## src/dq_pkg.sv

```systemverilog
`timescale 1ns / 1ps
package dq_pkg;

   localparam int MODE_W   = 4;
   localparam int VALUE_W  = 32;
   localparam int POS_W    = 10;
   localparam int ROT_W    = 16;
   localparam int STATUS_W = 2;
   localparam int LENGTH_W = 11;
   localparam int DIV_CNT_W = $clog2(ROT_W);

   localparam logic [MODE_W-1:0] MODE_PUSH_RIGHT = 4'd0;
   localparam logic [MODE_W-1:0] MODE_PUSH_LEFT  = 4'd1;
   localparam logic [MODE_W-1:0] MODE_POP_RIGHT  = 4'd2;
   localparam logic [MODE_W-1:0] MODE_POP_LEFT   = 4'd3;
   localparam logic [MODE_W-1:0] MODE_READ       = 4'd4;
   localparam logic [MODE_W-1:0] MODE_WRITE      = 4'd5;
   localparam logic [MODE_W-1:0] MODE_DELETE     = 4'd6;
   localparam logic [MODE_W-1:0] MODE_ROTATE     = 4'd7;
   localparam logic [MODE_W-1:0] MODE_CLEAR      = 4'd8;

   localparam logic [STATUS_W-1:0] STATUS_OK    = 2'd0;
   localparam logic [STATUS_W-1:0] STATUS_EMPTY = 2'd1;
   localparam logic [STATUS_W-1:0] STATUS_FULL  = 2'd2;
   localparam logic [STATUS_W-1:0] STATUS_RANGE = 2'd3;

   // Commands from the controller to the datapath.
   typedef struct packed {
      logic load;
      logic decode;
      logic div_step;
      logic rot_setup;
      logic mv_read;
      logic mv_write;
      logic rd_capture;
      logic out_load;
   } dq_cmd_type;

   typedef struct packed {
      logic go_read;
      logic go_div;
      logic go_move;
      logic div_last;
      logic mv_last;
      logic out_free;
   } dq_status_type;

endpackage

```

## src/dq_ctrl.sv

```systemverilog
`timescale 1ns / 1ps
module dq_ctrl (
   input  logic                  clock,
   input  logic                  reset,
   input  logic                  in_valid,
   output logic                  in_ready,
   input  dq_pkg::dq_status_type st,
   output dq_pkg::dq_cmd_type    cmd
);
   import dq_pkg::*;

   typedef enum logic [7:0] {
      S_IDLE    = 8'b0000_0001,
      S_DECODE  = 8'b0000_0010,
      S_RD_WAIT = 8'b0000_0100,
      S_DIV     = 8'b0000_1000,
      S_ROT_SET = 8'b0001_0000,
      S_MV_RD   = 8'b0010_0000,
      S_MV_WR   = 8'b0100_0000,
      S_DONE    = 8'b1000_0000
   } state_type;

   state_type state_ff, state_in;

   assign in_ready = (state_ff == S_IDLE);

   always_comb begin
      state_in = state_ff;
      cmd      = '0;
      case (state_ff)
         S_IDLE: begin
            if (in_valid) begin
               cmd.load = 1'b1;
               state_in = S_DECODE;
            end
         end
         S_DECODE: begin
            cmd.decode = 1'b1;
            if (st.go_div) begin
               state_in = S_DIV;
            end else if (st.go_move) begin
               state_in = S_MV_RD;
            end else if (st.go_read) begin
               state_in = S_RD_WAIT;
            end else if (st.out_free) begin
               cmd.out_load = 1'b1;
               state_in     = S_IDLE;
            end else begin
               state_in = S_DONE;
            end
         end
         S_RD_WAIT: begin
            cmd.rd_capture = 1'b1;
            state_in       = S_DONE;
         end
         S_DIV: begin
            cmd.div_step = 1'b1;
            if (st.div_last) begin
               state_in = S_ROT_SET;
            end
         end
         S_ROT_SET: begin
            cmd.rot_setup = 1'b1;
            state_in      = st.go_move ? S_MV_RD : S_DONE;
         end
         S_MV_RD: begin
            cmd.mv_read = 1'b1;
            state_in    = S_MV_WR;
         end
         S_MV_WR: begin
            cmd.mv_write = 1'b1;
            state_in     = st.mv_last ? S_DONE : S_MV_RD;
         end
         S_DONE: begin
            if (st.out_free) begin
               cmd.out_load = 1'b1;
               state_in     = S_IDLE;
            end
         end
         default: begin
            state_in = S_IDLE;
         end
      endcase
   end

   always_ff @(posedge clock) begin
      if (reset) begin
         state_ff <= S_IDLE;
      end else begin
         state_ff <= state_in;
      end
   end

endmodule

```

## config.mk

```make
export PLATFORM = sky130hd
export DESIGN_NAME = dq_ctrl
export DESIGN_NICKNAME = d
export VERILOG_FILES = /design/src/dq_pkg.sv /design/src/dq_ctrl.sv
export SDC_FILE = /design/constraint.sdc
export NUM_CORES = 1
export LEC_CHECK = 0
export ABC_AREA = 1
export BUFFER_PORTS_ARGS = -buffer_cell sky130_fd_sc_hd__buf_2
export CAP_MARGIN = 10
export CORE_AREA = 2 2 39 41
export DETAILED_ROUTE_END_ITERATION = 10
export DIE_AREA = 0 0 41 43
export PLACE_DENSITY = 0.7
export SLEW_MARGIN = 20
export SYNTH_ARGS = -nofsm -noshare
export SYNTH_HDL_FRONTEND = slang
export SYNTH_SLANG_ARGS = --single-unit
```

## constraint.sdc

```tcl
create_clock -name clock -period 1.25 [get_ports clock]
set_input_delay 0.125 -clock clock [delete_from_list [all_inputs] [get_ports clock]]
set_output_delay 0.125 -clock clock [all_outputs]
set_load 0.03 [all_outputs]
```

# After elaboration in Yosys (flattened, before gate mapping)
# Cells that the tools add are included.
[word_totals]
regBits = 8
latchBits = 0
ram_bits = 0
rom_bits = 0
out_inout_bits = 9
mem_count = 0
[op_classes]
addsub = 0
n_mul = 0
div = 0
magnitude_cmp = 0
eq_ne = 11
n_shift = 0
mux = 23
bitwise_logic = 0
reduce_logical = 1
[ops]
columns = ["operator", "count"]
rows = [
  ["$mux W8", 9],
  ["$pmux W8 S8", 1],
  ["$mux W1", 12],
  ["$eq A8 B1 Y1 const B", 1],
  ["$eq A8 B2 Y1 const B", 1],
  ["$eq A8 B3 Y1 const B", 1],
  ["$eq A8 B4 Y1 const B", 1],
  ["$eq A8 B5 Y1 const B", 1],
  ["$eq A8 B6 Y1 const B", 1],
  ["$eq A8 B7 Y1 const B", 1],
  ["$eq A8 B8 Y1 const B", 1],
  ["$ne A2 B2 Y1 const B", 3],
  ["$reduce_and A3 Y1", 1],
  ["$pmux W1 S2", 1],
]

# Longest topological paths before layout
# Gate-level depths: netlist of the first run.
[depth]
depth_word = 5
ltp_mapped = 10
ltp_nobuf = 10

# Least setup slack after synthesis of the first run
# Ideal clock, no wire load.
[synth_path]
path_type = "reg-to-output"
from = "reg state_ff[7]"
to = "out cmd[7] in the netlist's numbering"
arrival_time_ns = 1.386
t_required_ns = 1.125
slack_ns = -0.261
stages_incl_launch_ff = 6
path_buffers = 0
path_cell_list = "dfxtp_1 nor2_1 nand3_1 nor2_2 inv_1 nor2_1"
[synth_lines]
columns = ["element", "line", "rtl"]
rows = [
  ["from (decl)", "dq_ctrl.sv:23", "state_type state_ff, state_in;"],
  ["from (signal assigned)", "dq_ctrl.sv:90", "state_ff <= state_in;"],
  ["to (decl)", "dq_ctrl.sv:8", "output dq_pkg::dq_cmd_type cmd"],
]

==> results of run 1 <==
[worst reg2reg max path: cells and delay by family, from the launching register on]
| family | cells | cell delay (ps) |
|---|---|---|
| DFF | 1 | 360 |
| and+or+nand+nor | 9 | 600 |
| buffers and inverters | 3 | 340 |
[kinds of logic after synthesis]
| group | count (synthesis) | share of synthesized area (%) |
|---|---|---|
| and+or+nand+nor | 61 | 53.1 |
| buffers and inverters | 22 | 14.5 |
| DFF | 8 | 27.3 |
| AOI/OAI and AO/OA | 6 | 5.12 |
[per-stage QoR]
step	setup TNS, ps	setup WS (ps)
5_1_grt	-2300	-237
4_1_cts	-734	-135
2_1_floorplan	0	10.6
6_report	-1510	-187
3_3_place_gp	-76.9	-42.5
3_5_place_dp	-86.0	-47.7
[Yosys cell counts, drive strengths merged]
cell type,n
nand2,29
nor3,4
inv,21
buf,1
a21oi,3
o21ai,3
nand4,1
nand3,8
dfxtp,8
or2,1
nor2,18
[repair_timing]
action	4_1_cts	5_1_grt
gates resized for setup	33	25
pin swaps	10	11
setup buffers	4	6
endpoints found under the setup margin	10	15
[path summary, 6_finish.rpt]
kind | from | end | slack [ps] | depth (start not counted)
hold / removal | st[5] | state_ff[2]$_SDFFE_PP0P_ | 140 | 3
setup reg to reg | state_ff[7]$_SDFFE_PP0P_ | state_ff[0]$_SDFFE_PP1P_ | -160 | 12
setup / recovery | state_ff[7]$_SDFFE_PP0P_ | cmd[0] | -190 | 8
hold reg to reg | state_ff[3]$_SDFFE_PP0P_ | state_ff[4]$_SDFFE_PP0P_ | 650 | 4
[routing by layer]
metal	vias up	GRT usage, %	wire (um)
met4	0	14.0	80
met1	307	22.7	686
met5	-	0	0
li1	357	-	-
met2	23	30.9	863
met3	10	2.09	53
[power breakdown]
group | switching, W | leakage (nW) | total [W] | internal, W
Clock | 0.0000843 | 0.0138 | 0.000194 | 0.000110
Sequential | 0.0000126 | 0.0690 | 0.000284 | 0.000271
Combinational | 0.000255 | 0.419 | 0.000446 | 0.000191
[layout make-up]
cell class / instances / share of cell area (%)
Clock buffer: 3 / 2.34
Inverter: 21 / 9.23
Sequential cell: 8 / 18.1
Timing Repair Buffer: 28 / 23.7
Multi-Input combinational cell: 67 / 44.6
Tap cell: 16 / 2.08
==> results.md, run 1 <==
* Status: complete, but fails checks
* Failing checks: setup timing
* Cell variety after synth at 19
* Final Cell Area at 962 um^2
* WP data arrival at 1310 ps
* CP Launch Type: register
* Hold WC Path Type: in2reg
* Final setup fails at 15
* Placed inst area at 711 um^2
* Final Critical Period at 1440 ps
* Synth top area cells: dfxtp_1 27%, nand2_1 15%, nor2_1 9.6%, inv_1 7.7%, nand3_1 5.1%
* Initial antenna violation count at 0
* DP Cell Count at 130
* Syn_nets at 106
* Largest fanout on the critical path at 3
* Vias in the first global route at 591
* Hold_buf cts at 0
* CTS tree: done
* CP top delay family: simple AND/OR/NAND/NOR gates
* Max H-tree Level at 1
* Hold_ws at 144 ps
* First-pass GRT wire length at 2.33 mm
* Number of remaining DRC errors at 0
* Vias per cell at 4.87
* P per Cell Area at 960 nW/um^2
* Fmax at 0.696 GHz
* Crit path buffers/inverters at 3
* CP required at 1120 ps
* Clock tree buffer depth at 2
* Cell taking the most area after synthesis: dfxtp_1
* Final Skew at 5.12 ps
* Critical path, cell by cell: inv_4 > nand2_4 > nor2_4 > nand2_2 > inv_2 > nand3_2 > nand2_2 > buf_6
* WL final at 1.68 mm
* RSZ-0062 raised after global routing: true
* Max VDD drop at 0.525 mV
* Fraction of layout instances using a drive strength above 1 at 63.8%
* Hold Fails Final Rpt at 0
* Fillers at 109
* Syn_area_per_cell at 6.05 um^2
* Top Registers: state_ff (8)
* Most frequent cells in the layout: 18 x nand2_1, 12 x inv_2, 11 x nor2_1, 10 x buf_4, 10 x buf_6
* CTS sink count at 8
* Nets at 138
* Cell Area, Synth at 587 um^2
* Die area at 1760 um^2
* GPL Wtd Cong at 0.754
* FF/Latch Area at 174 um^2
* Leak pwr at 0.501 nW
* Slowest cell delay on critical path at 360 ps
* Global-route usage over all layers at 19.5%
* Largest net degree at the start of global routing at 9
* Setup Crit Path Kind: reg2out
* Maxcap violations at 0
* CP most frequent cell: nand2_2
* Grt total ovfl at 0
* Slew @ Worst Pin at 243 ps
* Top Ports at 18
* Synth Instances at 97
* Clock slew seen by the registers of the worst setup and hold paths at 50 ps
* Core Util, Final at 69.5%
* Max reg flops at 8
* Final setup margin at -187 ps
* Slowest-stage cell, CP: dfxtp_4
* Iter 0 DRT Violations at 14
* Fin crit share at 115%
* Layout area overhead at 64.0%
* Routed via count at 697
* Antenna viol nets, final at 0
* FF+latch count, synth at 8
* First-pass DRT Iterations at 4
* Layout Cells excl Fill at 143
* Synth warnings at 0
* Post-synthesis sequential area ratio at 27.3%
* Clock Latency Late Sink at 250 ps
* Initial core utilization at 42.4%
* Tot Pwr at 0.000924 W
* I/O Buffers at 17
* Die X at 41 um
* Root buffer cell: clkbuf_4
* WL/cell at 11.8 um
* Top cell type's share of synthesized area at 27.3%
* Biggest register: state_ff
* Detailed-placement wirelength estimate at 1.13 mm
* Final Max Tran Viols at 0
* Core area at 1380 um^2
* Chip height at 43 um
* Slew HR at 83.7%
* Footprint of the multi-input gates at 429 um^2
* Antenna Cells at 0
* Commonest non-fill, non-tap cell in the layout: nand2_1
* Nature of the critical path endpoint: output port
* Number of buffers created by CTS at 3
* Rows at 14
No activity file was read; power rests on OpenSTA's default activity.
==> inputs of run 2 (changes only) <==
Clock period 1.25 ns to 1.47 ns, I/O delays scaled along.
==> results.md, run 2 (synthesized netlist as in run 1, its figures left out) <==
* Final Critical Period at 1450 ps
* Top Ports at 18 (unchanged)
* Slew @ Worst Pin at 194 ps (-49.1 ps)
* Iter 0 DRT Violations at 8 (-6)
* Fraction of layout instances using a drive strength above 1 at 48.4% (-15 points)
* Core area at 1380 um^2 (unchanged)
* Dpl ws at 195 ps (+243 ps)
* Final Cell Area at 816 um^2 (-15%)
* Global-route usage over all layers at 19.0% (-0.59 points)
* Final setup fails at 0 (-15)
* Biggest register: state_ff
* Clock Latency Late Sink at 260 ps (about the same)
* Leak pwr at 0.464 nW (-7.4%)
* Max H-tree Level at 1 (unchanged)
* P per Cell Area at 876 nW/um^2 (-8.7%)
* CTS sink count at 8 (unchanged)
* Chip height at 43 um (unchanged)
* Critical path, cell by cell: nor2_2 > nand3_1 > nor2_4 > inv_1 > nor2_2 > buf_6
* Commonest non-fill, non-tap cell in the layout: nand2_1
* Tot Pwr at 0.000715 W (-23%)
* Die X at 41 um (unchanged)
* Largest net degree at the start of global routing at 9 (unchanged)
* RSZ-0062 raised after global routing: true
* Max reg flops at 8 (unchanged)
* Max VDD drop at 0.431 mV (-18%)
* First-pass GRT wire length at 2.23 mm (-4.2%)
* Fin crit share at 98.6%
* Crit path buffers/inverters at 2 (-1)
* Vias in the first global route at 579 (-2.0%)
* Final setup margin at 20.2 ps (+207 ps)
* Hold path start: reset
* Antenna viol nets, final at 0 (unchanged)
* Nature of the critical path endpoint: output port
* Top Registers: state_ff (8)
* Detailed-placement wirelength estimate at 1.03 mm (-8.5%)
* Fmax at 0.690 GHz
* Status: completed
* Antenna Cells at 0 (unchanged)
* GPL Wtd Cong at 0.783 (+3.9%)
* Rows at 14 (unchanged)
* Number of remaining DRC errors at 0 (unchanged)
* Hold Fails Final Rpt at 0 (unchanged)
* Initial core utilization at 42.4% (unchanged)
* Vias per cell at 4.77 (-2.2%)
* Largest fanout on the critical path at 4 (+1)
* Clock slew seen by the registers of the worst setup and hold paths at 60 ps (about the same)
* Final Skew at 9.33 ps (+4.22 ps)
* Die area at 1760 um^2 (unchanged)
* First-pass DRT Iterations at 4 (unchanged)
* Final Max Tran Viols at 0 (unchanged)
* Grt total ovfl at 0 (unchanged)
* Initial antenna violation count at 0 (unchanged)
* WL final at 1.38 mm (-18%)
* Hold WC Path Type: in2reg
* CTS tree: done
* CP Launch Type: register
* Maxcap violations at 0 (unchanged)
* Most frequent cells in the layout: 20 x nand2_1, 12 x nor2_1, 11 x inv_1, 11 x buf_2, 9 x inv_2
* I/O Buffers at 17 (unchanged)
* CP required at 1320 ps (+200 ps)
* Slowest cell delay on critical path at 340 ps (-20 ps)
* Placed inst area at 691 um^2 (-2.8%)
* Clock tree buffer depth at 2 (unchanged)
* Number of buffers created by CTS at 3 (unchanged)
* Slew HR at 87.0% (+3.2 points)
* WP data arrival at 1300 ps (about the same)
* Setup Crit Path Kind: reg2out
* Crit. Startpoint: state_ff[6]$_SDFFE_PP0P_
* Hold_ws at 152 ps (+8.21 ps)
* CP most frequent cell: nor2_2
* Slowest-stage cell, CP: dfxtp_2
* WL/cell at 9.99 um (-15%)
* Routed via count at 658 (-5.6%)
* Root buffer cell: clkbuf_4
* Nets at 133 (-3.6%)
* Layout area overhead at 39.0%
* R2R Path Start: state_ff[4]$_SDFFE_PP0P_
* CP top delay family: simple AND/OR/NAND/NOR gates
* Fillers at 128 (+17%)
## run 2: cell types whose count changed in the layout (fill, tap and decap cells not counted), sizes merged
cell and change:
clkbuf +1, buf -6
## run 2: metal layers
layer / global-route usage (%) / vias up / share of wire (%)
met4: 14.0 / 0 / 3.3
met3: 2.09 / 5 / 3.9
met1: 22.5 / 290 / 42
met5: 0 / - / 0
met2: 29.4 / 19 / 51
li1: - / 344 / -
## run 2: through the flow
| stage | cells | TNS (ps) | utilization [%] |
|---|---|---|---|
| after floorplan | 97 | 0 | - |
| after global placement | 129 | 0 | 49.9 |
| after detailed placement | 129 | 0 | 49.9 |
| after CTS | 132 | -6.42 | 52.7 |
| after global routing | 138 | -115 | 59.0 |
| final | 138 | 0 | 59.0 |
## run 2: path summary, 6_finish.rpt
check	to	slack, ps	cells past startpoint
max	cmd[7]	20	6
min	state_ff[6]$_SDFFE_PP0P_	150	2
max reg2reg	state_ff[0]$_SDFFE_PP1P_	100	10
min reg2reg	state_ff[6]$_SDFFE_PP0P_	560	4
## run 2: area by class of cell
class	count	area [um^2]	area share [%]
flip-flops and latches	8	164	20.1
multi-input cells	67	372	45.6
well taps	16	20.0	2.45
repair buffers	23	156	19.2
inverters	21	81.3	9.97
clock buffers	3	22.5	2.76
## run 2: power breakdown
group          leakage, nW  internal, W  switching [W]
clock               0.0138    0.0000933      0.0000724
sequential          0.0665     0.000233     0.00000927
combinational        0.384     0.000123       0.000185
## run 2: timing repair
action | CTS | global route
setup endpoints to repair | 2 | 7
hold buffers | 0 | 0
buffers inserted | 0 | 6
resized for setup | 5 | 19
pin swaps | 1 | 8
